File: config.mk
export PLATFORM = sky130hd
export DESIGN_NAME = api_frame_receiver_checksum_top
export DESIGN_NICKNAME = d
export VERILOG_FILES = /design/src/sv/afrc_pkg.sv /design/src/sv/afrc_in_reg.sv /design/src/sv/afrc_parser.sv /design/src/sv/afrc_out_reg.sv /design/src/sv/api_frame_receiver_checksum_top.sv
export SDC_FILE = /design/constraint.sdc
export NUM_CORES = 1
export LEC_CHECK = 0
export BUFFER_PORTS_ARGS = -buffer_cell sky130_fd_sc_hd__buf_2
export CORE_AREA = 3 3 120 122
export CTS_CLUSTER_DIAMETER = 200
export DETAILED_ROUTE_END_ITERATION = 12
export DIE_AREA = 0 0 123 125
export PLACE_DENSITY = 0.64
export SYNTH_ARGS = -nofsm -noshare
export SYNTH_HDL_FRONTEND = slang
export SYNTH_SLANG_ARGS = --single-unit
File: constraint.sdc
create_clock -name clk -period 4.5 [get_ports clk]
set_input_delay 0.9 -clock clk [delete_from_list [all_inputs] [get_ports clk]]
set_output_delay 0.9 -clock clk [all_outputs]
set_load 0.02 [all_outputs]
File: src/sv/afrc_pkg.sv
// ---------------------------------------------------------------------------
// afrc_pkg
// shared types and constants for the framed byte receiver with 8-bit sum check
// ---------------------------------------------------------------------------
`default_nettype none

package afrc_pkg;

  localparam int unsigned ByteW  = 8;
  localparam int unsigned LenW   = 16;
  localparam int unsigned StatW  = 2;

  localparam logic [ByteW-1:0] START_BYTE = 8'h7E;
  localparam logic [ByteW-1:0] BYTE_MASK  = 8'hFF;

  typedef enum logic [StatW-1:0] {
    ST_INCOMPLETE = 2'd0,
    ST_COMPLETE   = 2'd1,
    ST_CHECKSUM   = 2'd2,
    ST_LENGTH     = 2'd3
  } afrc_status_t;

  typedef struct packed {
    afrc_status_t     status;
    logic             payload_valid;
    logic [ByteW-1:0] payload_byte;
    logic [LenW-1:0]  payload_index;
    logic [ByteW-1:0] frame_kind;
    logic [LenW-1:0]  frame_length;
  } afrc_result_t;

endpackage

`default_nettype wire

File: src/sv/afrc_in_reg.sv
// ---------------------------------------------------------------------------
// afrc_in_reg
// input register: holds one received beat until the parser takes it
// ---------------------------------------------------------------------------
`default_nettype none

module afrc_in_reg
  import afrc_pkg::*;
(
  input  wire logic             clk,
  input  wire logic             rst,
  input  wire logic             in_valid,
  output logic                  in_ready,
  input  wire logic [ByteW-1:0] rx_byte,
  input  wire logic             take,
  output logic                  held_valid,
  output logic [ByteW-1:0]      held_byte
);

  assign in_ready = !held_valid || take;

  always_ff @(posedge clk) begin
    if (rst) begin
      held_valid <= 1'b0;
    end else if (in_ready) begin
      held_valid <= in_valid;
    end
    if (in_valid && in_ready) begin
      held_byte <= rx_byte;
    end
  end

endmodule

`default_nettype wire

File: src/sv/afrc_parser.sv
// ---------------------------------------------------------------------------
// afrc_parser
// frame state machine: start hunt, length, type, payload and checksum check
// ---------------------------------------------------------------------------
`default_nettype none

module afrc_parser
  import afrc_pkg::*;
(
  input  wire logic             clk,
  input  wire logic             rst,
  input  wire logic             step,
  input  wire logic [ByteW-1:0] rx_byte,
  output afrc_result_t          result
);

  typedef enum logic [2:0] {
    PH_HUNT   = 3'd0,
    PH_LEN_HI = 3'd1,
    PH_LEN_LO = 3'd2,
    PH_TYPE   = 3'd3,
    PH_BODY   = 3'd4
  } phase_t;

  phase_t           phase, phase_next;
  logic [LenW-1:0]  position, position_next;
  logic [LenW-1:0]  length_field, length_field_next;
  logic [ByteW-1:0] type_byte, type_byte_next;
  logic [ByteW-1:0] running_sum, running_sum_next;
  logic [LenW:0]    pos_plus_one;
  logic [ByteW-1:0] check;

  assign pos_plus_one = {1'b0, position} + {{LenW{1'b0}}, 1'b1};
  assign check        = running_sum + rx_byte + {{(ByteW-1){1'b0}}, 1'b1};

  always_comb begin
    phase_next        = phase;
    position_next     = position;
    length_field_next = length_field;
    type_byte_next    = type_byte;
    running_sum_next  = running_sum;
    result            = '0;
    result.status     = ST_INCOMPLETE;
    case (phase)
      PH_LEN_HI: begin
        length_field_next = {rx_byte, {ByteW{1'b0}}};
        phase_next        = PH_LEN_LO;
      end
      PH_LEN_LO: begin
        length_field_next = {length_field[LenW-1:ByteW], rx_byte};
        if (length_field_next == '0) begin
          result.status = ST_LENGTH;
          phase_next    = PH_HUNT;
        end else begin
          phase_next    = PH_TYPE;
        end
      end
      PH_TYPE: begin
        type_byte_next   = rx_byte;
        running_sum_next = rx_byte;
        position_next    = '0;
        phase_next       = PH_BODY;
      end
      PH_BODY: begin
        if (pos_plus_one < {1'b0, length_field}) begin
          result.payload_valid = 1'b1;
          result.payload_byte  = rx_byte;
          result.payload_index = position;
          running_sum_next     = (running_sum + rx_byte) & BYTE_MASK;
          position_next        = pos_plus_one[LenW-1:0];
        end else begin
          // sum plus checksum plus one wraps to zero on a good frame
          result.status = (check == '0) ? ST_COMPLETE : ST_CHECKSUM;
          phase_next    = PH_HUNT;
        end
      end
      default: begin
        phase_next = (rx_byte == START_BYTE) ? PH_LEN_HI : PH_HUNT;
      end
    endcase
    result.frame_kind   = type_byte_next;
    result.frame_length = length_field_next;
  end

  always_ff @(posedge clk) begin
    if (rst) begin
      phase        <= PH_HUNT;
      position     <= '0;
      length_field <= '0;
      type_byte    <= '0;
      running_sum  <= '0;
    end else if (step) begin
      phase        <= phase_next;
      position     <= position_next;
      length_field <= length_field_next;
      type_byte    <= type_byte_next;
      running_sum  <= running_sum_next;
    end
  end

endmodule

`default_nettype wire

File: src/sv/afrc_out_reg.sv
// ---------------------------------------------------------------------------
// afrc_out_reg
// result register: holds one result beat until the receiver takes it
// ---------------------------------------------------------------------------
`default_nettype none

module afrc_out_reg
  import afrc_pkg::*;
(
  input  wire logic          clk,
  input  wire logic          rst,
  input  wire logic          load,
  input  wire afrc_result_t  result,
  output logic               space,
  output logic               out_valid,
  input  wire logic          out_ready,
  output afrc_result_t       held
);

  assign space = !out_valid || out_ready;

  always_ff @(posedge clk) begin
    if (rst) begin
      out_valid <= 1'b0;
    end else if (space) begin
      out_valid <= load;
    end
    if (load) begin
      held <= result;
    end
  end

endmodule

`default_nettype wire

File: src/sv/api_frame_receiver_checksum_top.sv
// ---------------------------------------------------------------------------
// api_frame_receiver_checksum_top
// Framed byte receiver. Each beat on the input channel (in_valid/in_ready,
// rx_byte) yields exactly one beat on the output channel (out_valid/
// out_ready) carrying status, payload byte with its index, and the stored
// frame type and length. The block hunts for 0x7E, reads a 16-bit big-endian
// length and a type byte, streams length-1 payload bytes and checks the
// final byte so that sum + checksum + 1 is zero mod 256. A zero length
// reports a length error and the block goes back to hunting.
// Path: a byte is accepted into the input register, then its result is
// computed combinationally and loaded into the result register when that
// register has space, where it is offered. Throughput: one byte per cycle
// while the receiver keeps out_ready high; the parser state updates as a
// byte moves from the input register into the result register.
// Reset clears the frame state to hunting with zero length, type and sum,
// and empties both registers. When the receiver stalls the result register
// holds, then the input register fills, and in_ready drops only when both
// are occupied.
// ---------------------------------------------------------------------------
`default_nettype none

module api_frame_receiver_checksum_top
  import afrc_pkg::*;
(
  input  wire logic             clk,
  input  wire logic             rst,
  input  wire logic             in_valid,
  output logic                  in_ready,
  input  wire logic [ByteW-1:0] rx_byte,
  output logic                  out_valid,
  input  wire logic             out_ready,
  output logic [StatW-1:0]      status,
  output logic                  payload_valid,
  output logic [ByteW-1:0]      payload_byte,
  output logic [LenW-1:0]       payload_index,
  output logic [ByteW-1:0]      frame_kind,
  output logic [LenW-1:0]       frame_length
);

  logic             held_valid;
  logic [ByteW-1:0] held_byte;
  logic             space;
  logic             take;
  afrc_result_t     result;
  afrc_result_t     held;

  assign take = held_valid && space;

  afrc_in_reg u_in_reg (
    .clk        (clk),
    .rst        (rst),
    .in_valid   (in_valid),
    .in_ready   (in_ready),
    .rx_byte    (rx_byte),
    .take       (take),
    .held_valid (held_valid),
    .held_byte  (held_byte)
  );

  afrc_parser u_parser (
    .clk     (clk),
    .rst     (rst),
    .step    (take),
    .rx_byte (held_byte),
    .result  (result)
  );

  afrc_out_reg u_out_reg (
    .clk       (clk),
    .rst       (rst),
    .load      (take),
    .result    (result),
    .space     (space),
    .out_valid (out_valid),
    .out_ready (out_ready),
    .held      (held)
  );

  assign status        = held.status;
  assign payload_valid = held.payload_valid;
  assign payload_byte  = held.payload_byte;
  assign payload_index = held.payload_index;
  assign frame_kind    = held.frame_kind;
  assign frame_length  = held.frame_length;

endmodule

`default_nettype wire
# Yosys cells after proc, flatten, opt, wreduce, memory -nomap -nowiden
# Cells that the tools add are included.
[totals]
out_inout_bits = 53
regBits = 112
latchBits = 0
elab_cells = 52
mem_bits_rw = 0
memories = 0
mem_bits_ro = 0
[op_classes]
n_reduce_logical = 12
bitwise = 0
shifts = 0
eq_ne = 7
add_sub_neg = 3
n_mul = 0
div = 0
n_lt_le_gt_ge = 1
n_mux = 15
[op_table]
columns = ["operator", "count"]
rows = [
  ["16-bit one-hot mux with 2 select lines", 2],
  ["25-bit two-way mux", 1],
  ["16-bit by 1-bit adder with 17-bit output (second input constant)", 1],
  ["17-bit by 16-bit less-than comparator with 1-bit output", 1],
  ["16-bit zero test", 1],
  ["16-bit two-way mux", 1],
  ["8-bit two-way mux", 2],
  ["8-bit one-hot mux with 2 select lines", 1],
  ["3-bit one-hot mux with 4 select lines", 1],
  ["8-bit by 1-bit adder with 8-bit output (second input constant)", 1],
  ["8-bit adder", 1],
  ["8-bit by 7-bit equality test with 1-bit output (second input constant)", 1],
  ["8-bit zero test", 1],
  ["2-bit two-way mux", 4],
  ["3-bit by 2-bit equality test with 1-bit output (second input constant)", 2],
  ["2-bit one-hot mux with 2 select lines", 1],
  ["2-bit AND reduction", 2],
  ["3-bit by 1-bit equality test with 1-bit output (second input constant)", 1],
  ["3-bit equality test (second input constant)", 1],
  ["3-bit two-way mux", 1],
  ["3-bit AND reduction", 1],
  ["1-bit logical AND", 2],
  ["1-bit zero test", 2],
  ["1-bit logical OR", 2],
  ["4 further kinds", 4],
]

# Longest topological paths before layout
[depth]
word_depth = 6
ltp_mapped = 14

# Modules after synthesis
# Synthesis repeated with hierarchy kept, for this count alone.
[hier_totals]
hier_cells = 508
area_unflattened_um2 = 5559.1
[by_module_without_submodules]
columns = ["mod", "instances", "area_each_um2", "cells_each"]
rows = [
  ["afrc_parser", 1, 3679.8, 439],
  ["afrc_out_reg", 1, 1577.8, 55],
  ["afrc_in_reg", 1, 295.3, 13],
  ["api_frame_receiver_checksum_top", 1, 6.3, 1],
]

# Worst setup path after synthesis
# No wires, ideal clock.
[synth_timing]
path_type = "in2reg"
from = "input out_ready"
to = "register u_out_reg.held[0] (netlist name)"
required_ps = 4065
setup_ps = 435
cell_stages = 6
arrival_ps = 3179
n_path_buf = 3
slack_ps = 887
path_cell_list = "nor2b_1 -> nand2b_1 -> buf_2 -> inv_1 -> clkbuf_1 -> clkbuf_1"
[synth_via]
elab_chain_cells = 2
[synth_rtl]
columns = ["item", "line", "rtl"]
rows = [
  ["start: declaration", "api_frame_receiver_checksum_top.sv:31", "input wire logic out_ready,"],
  ["1-bit logical OR", "afrc_out_reg.sv:20", "assign space = !out_valid || out_ready;"],
  ["1-bit logical AND", "api_frame_receiver_checksum_top.sv:47", "assign take = held_valid && space;"],
  ["named net take", "api_frame_receiver_checksum_top.sv:43", "logic take;"],
]
# The timed path passes the listed nets, and every way through them passes these cells.
# A chain may end at the register's enable or synchronous reset.

# Worst setup path in the final report
[layout_timing]
from = "register u_parser.position[0]"
to = "register u_parser.position[14]"
[layout_via]
elab_chain_cells = 4
elab_cells_between_ends = 6
classes_between = "1 x add/sub; 1 x order compare; 1 x eq/ne; 2 x mux; 1 x reduce/logical"
[layout_rtl]
columns = ["item", "line", "rtl"]
rows = [
  ["start: declaration", "afrc_parser.sv:26", "logic [LenW-1:0] position, position_next;"],
  ["start signal: assignment", "afrc_parser.sv:94", "position <= position_next;"],
  ["16-bit by 1-bit adder with 17-bit output *", "afrc_parser.sv:33", "assign pos_plus_one = {1'b0, position} + {{LenW{1'b0}}, 1'b1};"],
  ["17-bit by 16-bit less-than comparator with 1-bit output", "afrc_parser.sv:65", "if (pos_plus_one < {1'b0, length_field}) begin"],
  ["2-bit by 1-bit inequality test with 1-bit output (no source line)", "-", ""],
  ["3-bit AND reduction (no source line)", "-", ""],
]
# Mark *: on every way between the ends. The rest lies on a longest branch, timed or not. The select of a mux whose other input is x is not followed.

==> impl_summary.txt <==
----------------------------------------------------
[Cells and area]
  Non-Filler Cell Area, Final ... 6130 µm²
  Synthesis-to-layout area growth ... 14.0%
  Nets@finish ... 609
  Count of non-filler cells in the finished layout ... 753
  Most common cell after layout, fill and taps aside ... sky130_fd_sc_hd__buf_2
  Layout cell share with drive strength beyond 1 ... 17.3%
  Most frequent cells in the layout ... sky130_fd_sc_hd__buf_2 (64), sky130_fd_sc_hd__edfxtp_1 (59), sky130_fd_sc_hd__dfxtp_1 (53)
  Diode insertion count for antenna repair ... 0
  Number of fill cells ... 1,237

[Logic synthesis]
  Ys async rst share ... 0%
  Top_reg_cell synth ... sky130_fd_sc_hd__edfxtp_1
  Cell area after technology mapping ... 5370 µm²
  Syn. warnings ... 0
  Avg Inst Size Synth ... 10.2 µm²
  Net count of the mapped netlist ... 561
  Number of instances in the synthesized netlist ... 525
  Cell variety after synth ... 60
  FF+latch count, synth ... 112
  Number of synthesized flops with an enable pin ... 59
  Register area share after synthesis ... 52.7%

[Clocking]
  Number of gates given a new drive strength after cts ... 0
  Number of levels in the clock H-tree ... 3
  Latest clock arrival within the worst-skew pair ... 0.36 ns
  Clk Tree Root Cell ... sky130_fd_sc_hd__clkbuf_16
  Post-CTS Setup Repair Bufs ... 0
  Count of hold-fix buffers inserted at cts ... 0
  Sinks on the clock net ... 112
  CTS max path bufs ... 2
  Clock transition at path regs ... 0.07 ns
  Clock tree from TritonCTS ... done
  Number of CTS-inserted buffers ... 9

[Detailed routing]
  Vias ... 4,145
  Drt pass-1 iters ... 4
  DR vias/cell ... 5.50
  Total length of routed wires ... 12,500 µm
  Residual antenna-violating net count after detailed routing ... 0
  Post-route DRC ... 0
  DR iter-0 viols ... 286
  Final routed wire length divided by cell count ... 16.6 µm

[Timing]
  Tightest Pin Transition ... 1.26 ns
  Post-Route Skew ... 0.0119 ns
  Final critical-path share of the clock period ... 83.5%
  Number of setup violations in the final report ... 0
  Minimum clock period after layout ... 3.76 ns
  Worst slew margin ... 15.4%
  Max Slew Vio Count ... 0
  Highest clock frequency the design can meet ... 0.266 GHz
  Unrepaired setup endpoints after global routing ... no
  Post-route setup TNS ... 0 ns
  Final count of hold timing violations ... 0

[Die]
  DIE HEIGHT ... 125 µm
  Floorplan die area ... 15,400 µm²
  Core region area ... 13,300 µm²
  Die X-Extent ... 123 µm
  Top-Level Pins ... 65
  Number of cell rows ... 42
  Starting utilization of the core area ... 40.4%

[Critical path]
  Worst path top cell family by delay ... simple AND/OR/NAND/NOR gates
  Total buffers and inverters traversed by the critical path ... 1
  Largest stage delay on the critical path ... 0.43 ns
  Cell type of the slowest stage on the worst timing path ... sky130_fd_sc_hd__dfxtp_1
  Cells traversed along the worst timing path ... ha_1, nand3_1, nor2_1, nand3_1, xnor2_1, ha_1, a21oi_1, o221ai_1, nor3_1, nand3_1, buf_4, nand2_1, a311oi_1
  Kind of capture point of the worst setup path ... flip-flop
  Data required time at the worst endpoint ... 4.69 ns
  Critical Path Start Type ... flip-flop
  Data arrival at the endpoint of the critical path ... 3.95 ns
  Class of the most critical setup path ... flip-flop to flip-flop
  Cell occurring most often along the worst timing path ... sky130_fd_sc_hd__nand3_1
  Critical path fanouts, max ... 12

[GRT]
  Maximum number of pins on one net before global-route repair ... 70
  Number of global-route vias before repair ... 4,016
  First-pass GRT wire length ... 20,200 µm
  Total overflow reported by the global router ... 0
  Number of antenna violations at the first check in global routing ... 0
  Global router's overall resource usage ... 16.8%

[Pwr]
  Power density cells ... 357 nW/µm²
  Leakage Power ... 0.00235 µW
  IR drop worst, VDD ... 0.000206 V

[Place]
  Cell total after placement ... 738
  Final HPWL from detailed placement ... 8650 µm
  Port buffer count ... 64
  GPL Wtd Cong ... 0.899
  Placed Area ... 5810 µm²

[Min path]
  Class of the most critical hold timing path ... flip-flop to flip-flop

[Outcome]
  Outcome ... complete, no violations

[Run]
  Max-cap violations ... 0

----------------------------------------------------
==> kinds of logic after synthesis <==
| group | Yosys count | synth area share, % |
|---|---|---|
| AOI/OAI and AO/OA | 112 | 14.6 |
| adders and majority gates | 24 | 5.73 |
| xor gates and xnor gates | 20 | 3.26 |
| DFF | 112 | 52.7 |
| muxes | 8 | 1.68 |
| and+or+nand+nor | 194 | 17.8 |
| buffers and inverters | 55 | 4.21 |
==> metal layers <==
metal	wire, µm	vias up	track usage, %
li1	-	2004	-
met1	5310	1968	21.1
met2	6020	143	27.0
met3	755	30	3.70
met4	403	0	8.53
met5	0	-	0
==> cell usage after synthesis, types with 2 or more instances <==
library cell,n,area share (%)
sky130_fd_sc_hd__o21ai_0,12,1.1
sky130_fd_sc_hd__a311oi_1,6,0.98
sky130_fd_sc_hd__edfxtp_1,59,33
sky130_fd_sc_hd__a21oi_1,30,2.8
sky130_fd_sc_hd__and2_1,24,2.8
sky130_fd_sc_hd__mux2_2,8,1.7
sky130_fd_sc_hd__nand3_1,19,1.8
sky130_fd_sc_hd__a221oi_1,3,0.49
sky130_fd_sc_hd__nand4_1,8,0.93
sky130_fd_sc_hd__nor3_1,23,2.1
sky130_fd_sc_hd__o221ai_1,3,0.49
sky130_fd_sc_hd__a22o_1,8,1.3
sky130_fd_sc_hd__nor4_1,7,0.81
sky130_fd_sc_hd__dfxtp_1,53,20
sky130_fd_sc_hd__inv_1,24,1.7
sky130_fd_sc_hd__o21bai_1,3,0.42
sky130_fd_sc_hd__clkbuf_2,2,0.19
sky130_fd_sc_hd__xnor2_1,11,1.8
sky130_fd_sc_hd__o32ai_1,2,0.33
sky130_fd_sc_hd__clkbuf_1,19,1.3
sky130_fd_sc_hd__and4_1,2,0.33
sky130_fd_sc_hd__a21o_1,3,0.42
sky130_fd_sc_hd__o21a_1,3,0.42
sky130_fd_sc_hd__nor2_1,41,2.9
sky130_fd_sc_hd__xor2_1,9,1.5
sky130_fd_sc_hd__and3_1,4,0.47
sky130_fd_sc_hd__nor2b_1,2,0.23
sky130_fd_sc_hd__nand2b_1,4,0.47
sky130_fd_sc_hd__a21oi_2,2,0.33
sky130_fd_sc_hd__a211oi_1,15,2.1
sky130_fd_sc_hd__buf_2,5,0.47
sky130_fd_sc_hd__buf_1,3,0.21
sky130_fd_sc_hd__nand2_1,50,3.5
sky130_fd_sc_hd__ha_1,23,5.4
sky130_fd_sc_hd__o211ai_1,10,1.4
==> area by class of cell <==
class | count | area (µm²) | area share [%]
Clock buffer | 11 | 243 | 3.96
Clock inverter | 4 | 77.6 | 1.27
Inverter | 24 | 90.1 | 1.47
Multi-Input combinational cell | 358 | 2310 | 37.8
Sequential cell | 112 | 2830 | 46.2
Tap cell | 176 | 220 | 3.59
Timing Repair Buffer | 68 | 350 | 5.72
==> state kept, by name, indices dropped and copies added (netlist names) <==
signal / flops
u_parser.type_byte: 8
u_parser.position: 16
u_parser.running_sum: 8
u_parser.length_field: 16
u_in_reg.held_byte: 8
u_out_reg.out_valid: 1
u_out_reg.held: 51
u_in_reg.held_valid: 1
u_parser.phase: 3
==> tightest hold or removal path, stage by stage (launching register included) <==
cell	delay (ns)
sky130_fd_sc_hd__dfxtp_1	0.33
sky130_fd_sc_hd__nand2_1	0.06
sky130_fd_sc_hd__a21oi_1	0.05
==> power breakdown <==
group	total [µW]	switching [µW]	internal, µW
combinational	181	121	59.3
clock	859	356	503
sequential	1150	29.1	1120
==> worst paths after layout <==
kind	cells past startpoint	endpoint	slack (ns)	startpoint
worst max register to register	13	u_parser.position[14]	0.74	u_parser.position[0]
worst max-delay path	13	u_parser.position[14]	0.74	u_parser.position[0]
worst min-delay path	2	u_parser.length_field[7]	0.48	u_parser.length_field[7]
worst min register to register	2	u_parser.length_field[7]	0.48	u_parser.length_field[7]
==> stage by stage <==
stage | utilization (%) | total power [µW] | hold slack [ns] | setup WS (ns)
4_1_cts | 46.1 | 2210 | 0.478 | 0.828
6_report | 46.1 | 2190 | 0.481 | 0.741
3_3_place_gp | 43.7 | 1350 | 0.460 | 0.976
2_1_floorplan | - | 1290 | 0.445 | 0.887
3_5_place_dp | 43.7 | 1350 | 0.468 | 0.838
5_1_grt | 46.1 | 2270 | 0.500 | 0.405
Note: power is estimated with default switching activity, not from simulation.
